`config.mk`:
```
export PLATFORM = sky130hd
export DESIGN_NAME = bnlms_ctrl
export DESIGN_NICKNAME = d
export VERILOG_FILES = /design/src/rtl/core/bnlms_pkg.sv /design/src/rtl/core/bnlms_ctrl.sv
export SDC_FILE = /design/constraint.sdc
export NUM_CORES = 1
export LEC_CHECK = 0
export ABC_AREA = 0
export BUFFER_PORTS_ARGS = -buffer_cell sky130_fd_sc_hd__buf_4
export CORE_ASPECT_RATIO = 0.7
export CORE_MARGIN = 3
export CORE_UTILIZATION = 25
export DETAILED_ROUTE_END_ITERATION = 10
export HOLD_SLACK_MARGIN = 0.02
export PLACE_DENSITY_LB_ADDON = 0.25
export SYNTH_ARGS = -nofsm -noshare
export SYNTH_HDL_FRONTEND = slang
export SYNTH_SLANG_ARGS = --single-unit
```
`constraint.sdc`:
```
create_clock -name clk_i -period 3.7 [get_ports clk_i]
set_input_delay 0.74 -clock clk_i [delete_from_list [all_inputs] [get_ports clk_i]]
set_output_delay 0.74 -clock clk_i [all_outputs]
set_load 0.05 [all_outputs]
```
`src/rtl/core/bnlms_pkg.sv`:
```
// Package for the block NLMS adaptive filter: widths, defaults, controller state type.
// No dependencies.
package bnlms_pkg;
  localparam int unsigned TapsDefault  = 16;
  localparam int unsigned BlockDefault = 8;
  localparam int unsigned SampleW      = 16;
  localparam int unsigned WeightW      = 32;
  localparam int unsigned StepW        = 16;
  localparam int unsigned IndexW       = 4;
  localparam logic [StepW-1:0] StepReset = 16'd66;

  typedef enum logic [3:0] {
    ST_IDLE, ST_ROW_CLR, ST_ROW_MAC, ST_ROW_ERR, ST_DIV, ST_DIV_END,
    ST_TAP_CLR, ST_TAP_MAC, ST_TAP_SCALE, ST_TAP_WB, ST_EMIT, ST_SHIFT
  } ctrl_state_e;

  typedef struct packed {
    logic store;
    logic acc_clr;
    logic row_mac;
    logic row_err;
    logic div_start;
    logic div_end;
    logic tap_mac;
    logic tap_scale;
    logic tap_wb;
    logic shift;
  } dp_cmd_t;
endpackage

```
`src/rtl/core/bnlms_ctrl.sv`:
```
// Controller: sequences store, row pass, division, tap pass, report and shift.
// Depends on bnlms_pkg.
module bnlms_ctrl
  import bnlms_pkg::*;
#(
  parameter int unsigned TAPS  = TapsDefault,
  parameter int unsigned BLOCK = BlockDefault,
  localparam int unsigned TapW = (TAPS > 1) ? $clog2(TAPS) : 1,
  localparam int unsigned RowW = (BLOCK > 1) ? $clog2(BLOCK) : 1
) (
  input  logic            clk_i,
  input  logic            rst_ni,
  input  logic            in_fire_i,
  input  logic            out_ready_i,
  input  logic            div_busy_i,
  output logic            in_ready_o,
  output logic            out_valid_o,
  output logic            last_o,
  output dp_cmd_t         cmd_o,
  output logic [RowW-1:0] slot_o,
  output logic [RowW-1:0] row_o,
  output logic [TapW-1:0] tap_o
);
  ctrl_state_e state_q, state_d;
  logic [RowW-1:0] cnt_q, cnt_d, row_q, row_d;
  logic [TapW-1:0] tap_q, tap_d;
  logic row_end, tap_end, last_samp;

  assign row_end   = row_q == RowW'(BLOCK - 1);
  assign tap_end   = tap_q == TapW'(TAPS - 1);
  assign last_samp = cnt_q == RowW'(BLOCK - 1);

  always_comb begin
    state_d = state_q;
    cnt_d = cnt_q;
    row_d = row_q;
    tap_d = tap_q;
    case (state_q)
      ST_IDLE: if (in_fire_i) begin
        cnt_d = last_samp ? '0 : cnt_q + 1'b1;
        if (last_samp) begin
          state_d = ST_ROW_CLR;
          row_d = '0;
        end
      end
      ST_ROW_CLR: begin
        state_d = ST_ROW_MAC;
        tap_d = '0;
      end
      ST_ROW_MAC: begin
        tap_d = tap_end ? '0 : tap_q + 1'b1;
        if (tap_end) state_d = ST_ROW_ERR;
      end
      ST_ROW_ERR: state_d = ST_DIV;
      ST_DIV: state_d = ST_DIV_END;
      ST_DIV_END: if (!div_busy_i) begin
        if (row_end) begin
          state_d = ST_TAP_CLR;
          tap_d = '0;
        end else begin
          state_d = ST_ROW_CLR;
        end
        row_d = row_q + 1'b1;
        if (row_end) row_d = '0;
      end
      ST_TAP_CLR: begin
        state_d = ST_TAP_MAC;
        row_d = '0;
      end
      ST_TAP_MAC: begin
        row_d = row_end ? '0 : row_q + 1'b1;
        if (row_end) state_d = ST_TAP_SCALE;
      end
      ST_TAP_SCALE: state_d = ST_TAP_WB;
      ST_TAP_WB: begin
        if (tap_end) begin
          state_d = ST_EMIT;
          tap_d = '0;
        end else begin
          state_d = ST_TAP_CLR;
          tap_d = tap_q + 1'b1;
        end
      end
      ST_EMIT: if (out_ready_i) begin
        if (tap_end) state_d = ST_SHIFT;
        else tap_d = tap_q + 1'b1;
      end
      ST_SHIFT: state_d = ST_IDLE;
      default: state_d = ST_IDLE;
    endcase
  end

  always_comb begin
    cmd_o = '0;
    in_ready_o = 1'b0;
    out_valid_o = 1'b0;
    case (state_q)
      ST_IDLE: begin
        in_ready_o = 1'b1;
        cmd_o.store = in_fire_i;
      end
      ST_ROW_CLR:   cmd_o.acc_clr = 1'b1;
      ST_ROW_MAC:   cmd_o.row_mac = 1'b1;
      ST_ROW_ERR:   cmd_o.row_err = 1'b1;
      ST_DIV:       cmd_o.div_start = 1'b1;
      ST_DIV_END:   cmd_o.div_end = !div_busy_i;
      ST_TAP_CLR:   cmd_o.acc_clr = 1'b1;
      ST_TAP_MAC:   cmd_o.tap_mac = 1'b1;
      ST_TAP_SCALE: cmd_o.tap_scale = 1'b1;
      ST_TAP_WB:    cmd_o.tap_wb = 1'b1;
      ST_EMIT:      out_valid_o = 1'b1;
      ST_SHIFT:     cmd_o.shift = 1'b1;
      default:      cmd_o = '0;
    endcase
  end

  always_ff @(posedge clk_i or negedge rst_ni) begin
    if (!rst_ni) begin
      state_q <= ST_IDLE;
      cnt_q <= '0;
      row_q <= '0;
      tap_q <= '0;
    end else begin
      state_q <= state_d;
      cnt_q <= cnt_d;
      row_q <= row_d;
      tap_q <= tap_d;
    end
  end

  assign slot_o = RowW'(BLOCK - 1) - cnt_q;
  assign row_o  = row_q;
  assign tap_o  = tap_q;
  assign last_o = tap_end;
endmodule

```
* After elaboration in Yosys (flattened, before gate mapping)
Cells that the tools add are included.
Cells by class: add/subtract/negate cells 4, multiplexer cells 34, reductions and logical operators 10, equality and inequality tests 23
Operators by type and width (number):
- $mux 4 | 13
- $pmux 4 s11 | 1
- $eq 4x4->1 const B | 5
- $mux 3 | 6
- $ne 2x2->1 const B | 9
- $eq 4x3->1 const B | 4
- $pmux 4 s4 | 1
- $mux 1 | 12
- $pmux 3 s4 | 1
- $eq 4x2->1 const B | 2
- $reduce_bool 4->1 | 2
- $reduce_and 7->1 | 1
- $add 3x1->3 const B | 2
- $eq 3x3->1 const B | 2
- $reduce_and 5->1 | 1
- $add 4x1->4 const B | 1
- $eq 4x1->1 const B | 1
- $logic_not 4->1 | 1
- $reduce_and 4->1 | 1
- $reduce_or 2->1 | 2
- $sub 3x3->3 const A | 1
- $reduce_and 2->1 | 1
- $logic_not 1->1 | 1
Word-level totals: flip-flop bits (word level) 14

* Longest topological paths before layout
Gate-level depths: netlist (run 1).
depth in word-level cells 4, gate-level depth with buffers 6

* Worst setup path before layout (run 1)
OpenSTA, ideal clock, no wires.
path kind register to output, start point reg state_q[1], end point out cmd_o[9] (netlist name), arrival time 2.172 ns, required time 2.960 ns, cell stages (with the launch flop) 4, buffers on the path 0, path slack 0.788 ns, cell sequence dfrtp_1 -> nor4_2 -> nand2_1 -> inv_1
RTL lines:
- start: declaration | line bnlms_ctrl.sv:24 | ctrl_state_e state_q, state_d;
- start signal: assignment | line bnlms_ctrl.sv:124 | state_q <= state_d;
- end: declaration | line bnlms_ctrl.sv:19 | output dp_cmd_t cmd_o,

==> results list, run 1 <==
- CTS saw 14 sinks.
- Inserted Clock Buffers: 3
- FFs w/ async S/R, synth: 1.00
- Maximum buffer depth of the clock tree: 2
- Leading cell types in the layout, fill and taps excluded: sky130_fd_sc_hd__buf_4, sky130_fd_sc_hd__dfrtp_1, sky130_fd_sc_hd__inv_1
- The number of antenna violations at the first check in global routing came to 0.
- Tcrit/Tclk final: 0.712
* DIE WIDTH: 81.6 µm
* Number of hold violations in the final report: 0
- Area leader, netlist: sky130_fd_sc_hd__dfrtp_1
- The worst setup path is launched from a register.
* Combined area of the multi-input logic cells: 588 µm²
* Count of buffers from port buffering: 27
- The initialized floorplan defines 18 standard-cell rows.
* Post-synthesis sequential area ratio: 0.350
- Largest voltage drop on the vdd net: 0.000377 V
* Total Die Area: 4810 µm²
* Share of layout cells above drive strength 1: 0.275
- Most used flip-flop cell after synthesis: sky130_fd_sc_hd__dfrtp_1
* CP bufs+invs: 2
- Critical path's slowest cell: sky130_fd_sc_hd__dfrtp_1
- Antenna fix cells: 0
* Dpl cells: 184
- Residual overflow from global routing: 0
- Number of max-cap violations: 0
- Global-route wire length before repair: 4.37 mm
- The region available for standard cell placement spans 3670 µm².
- The number of different library cells used by synthesis comes to 43.
- The finished layout holds 188 standard cells, fillers aside.
- For this run, the number of Yosys warnings is 0.
* # fillers: 390
* CTS tree: built
* Critical path, cell by cell: nor4_2 > nand2_1 > inv_1 > buf_4
- On the final layout, the worst clock skew is 2.93 ps.
- For the worst flop-to-flop path, the logic depth is 6.
* Pin count of the biggest net entering global routing: 22
* Worst Setup Path Type: reg -> out
- Worst path required time: 2960 ps
- Data arrival time at the worst-slack endpoint: 1890 ps
- Stage delay of the slowest cell on the critical path: 600 ps
- DRC marker count from the first detailed-route iteration: 57
* Number of flops mapped to enable cells by yosys: 0
* Synth-to-Final Area Change: 29.3%
- Library cell used as clock root buffer: sky130_fd_sc_hd__clkbuf_8
- Setup total negative slack on the finished layout was measured at 0 ps.
- The number of slew-limit violations in the final report is 0.
- The most critical setup path has its endpoint at cmd_o[9].
* Post-CTS setup buffers: 0
- Register bit total from synthesis: 14
- For this configuration, the core starts out at a cell density of 0.272.
* Worst-path maximum fanout: 21
- The number of nets handed over by synthesis was 123.
* Setup repair after global routing missed its margin: no
* DRC violation count after routing: 0
- Power density over cell area: 956 nW/µm²
- Hold crit path type: in -> async
- The flow ran to the end, and the final reports show no timing, DRC or antenna violations.
* Critical path's top delay family: simple AND/OR/NAND/NOR gates
- Gate count of the mapped netlist: 113
* Synthesized area: 1000 µm²
- After detailed routing, the average wire length per cell comes to 13.6 µm.
- Total number of vias: 936
* Setup slack on the worst flop-to-flop path: 1590 ps
- Worst reg2reg path startpoint: row_o[0]$_DFFE_PN0P_
* Total number of nets in the final design: 149
- After clock tree synthesis, the clock-pin slew on the worst setup and hold paths is 60 ps.
- The critical path starts at state_q[0]$_DFFE_PN0P_.
- The endpoint identified for the worst register-to-register timing path is state_q[2]$_DFFE_PN0P_.
- Across the whole layout, storage elements account for 350 µm².
- Final weighted congestion in routability-driven placement: 0.875
- In the global route stage, overall resource usage came out at 0.119.
* Upper clock frequency limit: 380 MHz
* Dpl hpwl: 1.90 mm
* Most frequent standard cell in the layout excluding fill and tap cells: sky130_fd_sc_hd__buf_4
* Antenna viol nets, final: 0
- Area contributors post-synth: sky130_fd_sc_hd__dfrtp_1, sky130_fd_sc_hd__ha_1, sky130_fd_sc_hd__inv_1
- Height of the chip: 58.9 µm
- Leakage power of the design: 0.609 nW
* Wirelength, routed: 2.56 mm
- The share of synthesized area in the top cell type comes to 0.350.
- Final period demand of the worst path: 2630 ps
* Transition time of the tightest slew-check pin: 654 ps
* Top Ports: 28
* Number of resized instances in the post-cts repair step: 0
* Total number of cells along the worst setup path: 4
* CTS hold repair buffers: 0
- Deepest level of the CTS H-tree: 1
* Synthesized area divided by synthesized cell count: 8.85 µm²
* Relative max-transition margin: 0.564
- Number of endpoints failing setup at the final stage: 0
- Avg Vias per Cell: 4.98
* Clk_lat worst skew: 250 ps
- Vias in the first global route: 896
- Number of detailed-route iterations in the first pass: 4
- STA classifies the critical path endpoint as an output pin.
## per-layer routing
layer  track usage  share of wire
met1         0.177           0.54
met2         0.165           0.40
met3        0.0275          0.045
met4        0.0474          0.014
met5             0              0
## cell families (layout without fill, tap and decap cells)
logic type               Yosys count  in the layout  synth area share
adder cells (fa/ha/maj)            5              5            0.0626
AND/OR/NAND/NOR                   48             48             0.289
AO/OA/AOI/OAI                     26             26             0.183
multiplexers                       5              5            0.0538
buffers and inverters             15             40            0.0613
flip-flops                        14             14             0.350
## worst reg2reg max path, cell delays in order, from the launching register on
cell                       delay, ps
sky130_fd_sc_hd__dfrtp_1         400
sky130_fd_sc_hd__ha_1            220
sky130_fd_sc_hd__ha_1            230
sky130_fd_sc_hd__nor4bb_1        460
sky130_fd_sc_hd__o21ai_1         160
sky130_fd_sc_hd__nand3_1         180
sky130_fd_sc_hd__mux2_1          340
## layout make-up
type / count / area share
Multi-Input combinational cell: 84 / 0.455
Sequential cell: 14 / 0.271
Timing Repair Buffer: 27 / 0.157
Tap cell: 50 / 0.0484
Clock buffer: 4 / 0.0426
Inverter: 9 / 0.0261
## metrics by stage
step	instance area, µm²	hold WS [ps]	utilization	worst slack [ps]	power (mW)
after floorplan	1000	444	-	788	0.899
after global placement	1240	517	0.337	1450	1.08
after detailed placement	1240	530	0.337	1320	1.09
after CTS	1290	331	0.352	1040	1.25
after global routing	1290	343	0.352	936	1.33
final	1290	337	0.352	1070	1.24
## Yosys cell counts, types with 2 or more instances
| master | n |
|---|---|
| sky130_fd_sc_hd__a22oi_1 | 2 |
| sky130_fd_sc_hd__nand3b_1 | 2 |
| sky130_fd_sc_hd__nor2_1 | 7 |
| sky130_fd_sc_hd__nand2_1 | 8 |
| sky130_fd_sc_hd__nand3_1 | 6 |
| sky130_fd_sc_hd__ha_1 | 5 |
| sky130_fd_sc_hd__o22ai_1 | 2 |
| sky130_fd_sc_hd__o21ai_0 | 5 |
| sky130_fd_sc_hd__dfrtp_1 | 14 |
| sky130_fd_sc_hd__mux2i_1 | 2 |
| sky130_fd_sc_hd__inv_1 | 9 |
| sky130_fd_sc_hd__nand2b_1 | 4 |
| sky130_fd_sc_hd__a21o_1 | 3 |
| sky130_fd_sc_hd__nor3_1 | 6 |
| sky130_fd_sc_hd__mux2_1 | 2 |
| sky130_fd_sc_hd__nor2b_1 | 4 |
| sky130_fd_sc_hd__buf_2 | 4 |
| sky130_fd_sc_hd__a21oi_1 | 3 |
## where the power goes
part	internal [mW]	switching [mW]	leakage, nW
clock network	0.0943	0.0557	0.0288
registers	0.205	0.136	0.183
logic	0.270	0.474	0.397
## registers in the layout (all words and copies together), names as in the netlist
| signal | cells |
|---|---|
| row_o | 3 |
| cnt_q | 3 |
| tap_o | 4 |
| state_q | 4 |
## worst min path at each step
stage,endpoint,from,depth (start not counted),slack (ps)
6_report,tap_o[1]$_DFFE_PN0P_,rst_ni,1,340
3_3_place_gp,row_o[2]$_DFFE_PN0P_,row_o[2]$_DFFE_PN0P_,1,520
2_1_floorplan,cnt_q[0]$_DFFE_PN0P_,rst_ni,0,440
5_1_grt,tap_o[3]$_DFFE_PN0P_,rst_ni,1,340
3_5_place_dp,row_o[2]$_DFFE_PN0P_,row_o[2]$_DFFE_PN0P_,1,530
4_1_cts,state_q[1]$_DFFE_PN0P_,rst_ni,1,330
No activity file was read; power rests on OpenSTA's default activity.
==> inputs of run 2 (changes only) <==
==> constraint.sdc (replaced) <==
create_clock -name clk_i -period 2.2 [get_ports clk_i]
set_input_delay 0.44 -clock clk_i [delete_from_list [all_inputs] [get_ports clk_i]]
set_output_delay 0.44 -clock clk_i [all_outputs]
set_load 0.05 [all_outputs]
==> results list, run 2 (synthesized netlist as in run 1, its figures left out) <==
- Library cell used as clock root buffer: sky130_fd_sc_hd__clkbuf_8 (unchanged)
* Height of the chip: 58.9 µm (unchanged)
- Total Die Area: 4810 µm² (unchanged)
- The category of the most critical setup path is reg -> reg (was reg -> out).
- The total global routing overflow came to 0 (unchanged).
- Worst Setup Start Kind: register (unchanged)
- The total power divided by cell area came to 1620 nW/µm² (was 956 nW/µm²).
- The final worst-path setup slack was 86.6 ps (was 1070 ps).
- Total number of nets in the final design: 157 (was 149)
* Cell Rows: 18 (unchanged)
- Inserted Clock Buffers: 3 (unchanged)
* Dpl cells: 189 (was 184)
* Number of clock sinks seen by CTS: 14 (unchanged)
- The static power due to leakage came to 0.650 nW (was 0.609 nW).
- The initial standard-cell utilization of the core came to 0.272 (unchanged).
- The share of the core filled with cells in the final layout was 0.377 (was 0.352).
* Initial antenna violation count: 0 (unchanged)
- Fin Clk Skew: 1.64 ps (was 2.93 ps)
- The most common library cell in the layout ignoring fill and taps was sky130_fd_sc_hd__buf_4 (unchanged).
* DRC violation count after routing: 0 (unchanged)
- Final weighted congestion in routability-driven placement: 0.862 (was 0.875)
- The largest fanout on the critical path was 5 (was 21).
* Result of the run: finished, final reports clean (unchanged)
- The smallest hold slack is 40.8 ps (was 337 ps).
* Transition time of the tightest slew-check pin: 480 ps (was 654 ps)
- Maximum buffer depth of the clock tree: 2 (unchanged)
- The number of DRC markers in iteration 0 came to 66 (was 57).
* Vias in the first global route: 919 (was 896)
* Deepest level of the CTS H-tree: 1 (unchanged)
- Final period demand of the worst path: 2110 ps
- Wirelength, routed: 2.80 mm (was 2.56 mm)
- Timing would allow up to 473 MHz.
- The number of detailed-routing iterations run before antenna repair was 4 (unchanged).
* Worst path required time: 2320 ps (was 2960 ps)
- The final-report hold violation count was 0 (unchanged).
- Hold crit path type: in -> async (unchanged)
* Number of max-cap violations: 0 (unchanged)
- The number of diodes came to 0 (unchanged).
- Dpl hpwl: 2.13 mm (was 1.90 mm)
- Synth-to-Final Area Change: 38.5% (was 29.3%)
* Total global-route track usage: 0.125 (was 0.119)
- Number of pins exceeding their max-slew limit in the final report: 0 (unchanged)
* Leading cell types in the layout, fill and taps excluded: sky130_fd_sc_hd__buf_4, sky130_fd_sc_hd__dfrtp_1, sky130_fd_sc_hd__inv_1 (unchanged)
* WL/cell: 14.3 µm (was 13.6 µm)
- The placement-stage worst setup slack came to 173 ps (was 1320 ps).
- Top Ports: 28 (unchanged)
- Most used cell along the critical path: sky130_fd_sc_hd__ha_1
- The clock-pin slew on the worst setup and hold paths is 60 ps (about the same).
- DIE WIDTH: 81.6 µm (unchanged)
- The global-route wire length before repair was 4.54 mm (was 4.37 mm).
* Antenna viol nets, final: 0 (unchanged)
* Capturing element type of the critical path: register (was output pin)
- CTS hold repair buffers: 0 (unchanged)
- Clk_lat worst skew: 240 ps (was 250 ps)
* Avg Vias per Cell: 5.01 (was 4.98)
* Largest voltage drop on the vdd net: 0.000868 V (was 0.000377 V)
* Critical path's top delay family: simple AND/OR/NAND/NOR gates (unchanged)
- The relative max-transition margin is 0.676 (was 0.564).
- The share of layout cells above drive strength 1 is 0.363 (was 0.275).
- Total number of vias: 981 (was 936)
* Count of buffers from port buffering: 27 (unchanged)
* Non-Filler Instances: 196 (was 188)
- The TritonCTS clock tree was built (unchanged).
- The largest net degree at the start of global routing came to 19 (was 22).
- Critical path, cell by cell: ha_1 > ha_1 > nor4bb_1 > o21ai_1 > nand3_1 > mux2_1 (was nor4_2 > nand2_1 > inv_1 > buf_4)
- The arrival time of data at the critical path endpoint is 2230 ps (was 1890 ps).
* Area inside the core boundary: 3670 µm² (unchanged)
- The worst path buffer plus inverter count was 0 (was 2).
- Of the available clock period, the critical path in the final layout requires 0.961.
- The count of endpoints failing setup in the final report came to 0 (unchanged).
- The delay of the slowest cell on the worst path was 490 ps (was 600 ps).
- The highest-delay cell along the critical path is sky130_fd_sc_hd__nor4bb_1 (was sky130_fd_sc_hd__dfrtp_1).
[run 2: cell types whose count changed in the layout (fill, tap and decap cells not counted), moves of 4 or more]
cell	before	now
sky130_fd_sc_hd__buf_4	27	35
sky130_fd_sc_hd__dfrtp_2	0	4
sky130_fd_sc_hd__dfrtp_1	14	10
sky130_fd_sc_hd__nor3_2	0	4
sky130_fd_sc_hd__nor3_1	6	2
[run 2: worst paths after layout]
check	slack [ps]	cells after the start	to	startpoint
max	90	6	state_q[2]$_DFFE_PN0P_	row_o[0]$_DFFE_PN0P_
max in group asynchronous	1960	1	row_o[1]$_DFFE_PN0P_	rst_ni
min in group clk_i	470	3	cnt_q[1]$_DFFE_PN0P_	in_fire_i
min	40	1	tap_o[1]$_DFFE_PN0P_	rst_ni
min reg2reg	540	1	row_o[2]$_DFFE_PN0P_	row_o[2]$_DFFE_PN0P_
max reg2reg	90	6	state_q[2]$_DFFE_PN0P_	row_o[0]$_DFFE_PN0P_
[run 2: cell type report]
class	count	area [µm²]
Fill cell	375	2290
Sequential cell	14	355
Inverter	9	33.8
Tap cell	50	62.6
Timing Repair Buffer	35	263
Multi-Input combinational cell	84	626
Clock buffer	4	45.0
[run 2: metrics by stage]
step | instance area, µm² | total power, mW | setup TNS [ps]
after floorplan | 1040 | 1.57 | -8.00
after detailed placement | 1320 | 1.98 | 0
final | 1390 | 2.24 | 0
after CTS | 1360 | 2.21 | 0
after global placement | 1320 | 1.96 | 0
after global routing | 1390 | 2.39 | -21.8
[run 2: where the power goes]
part / switching [mW] / internal (mW) / total (mW)
Clock: 0.0884 / 0.128 / 0.216
Sequential: 0.202 / 0.352 / 0.555
Combinational: 0.909 / 0.562 / 1.47
[run 2: repair_timing]
item,CTS,global route
endpoints found under the setup margin,1,2
gates resized for setup,1,1
buffers inserted,0,3
pin swaps,0,1
[run 2: per-layer routing]
layer  part of all wire  track usage  vias to the layer above
met4              0.015       0.0569                        0
met1               0.50        0.178                      467
li1                   -            -                      480
met2               0.44        0.181                       30
met3              0.050       0.0245                        4
met5                  0            0                        -
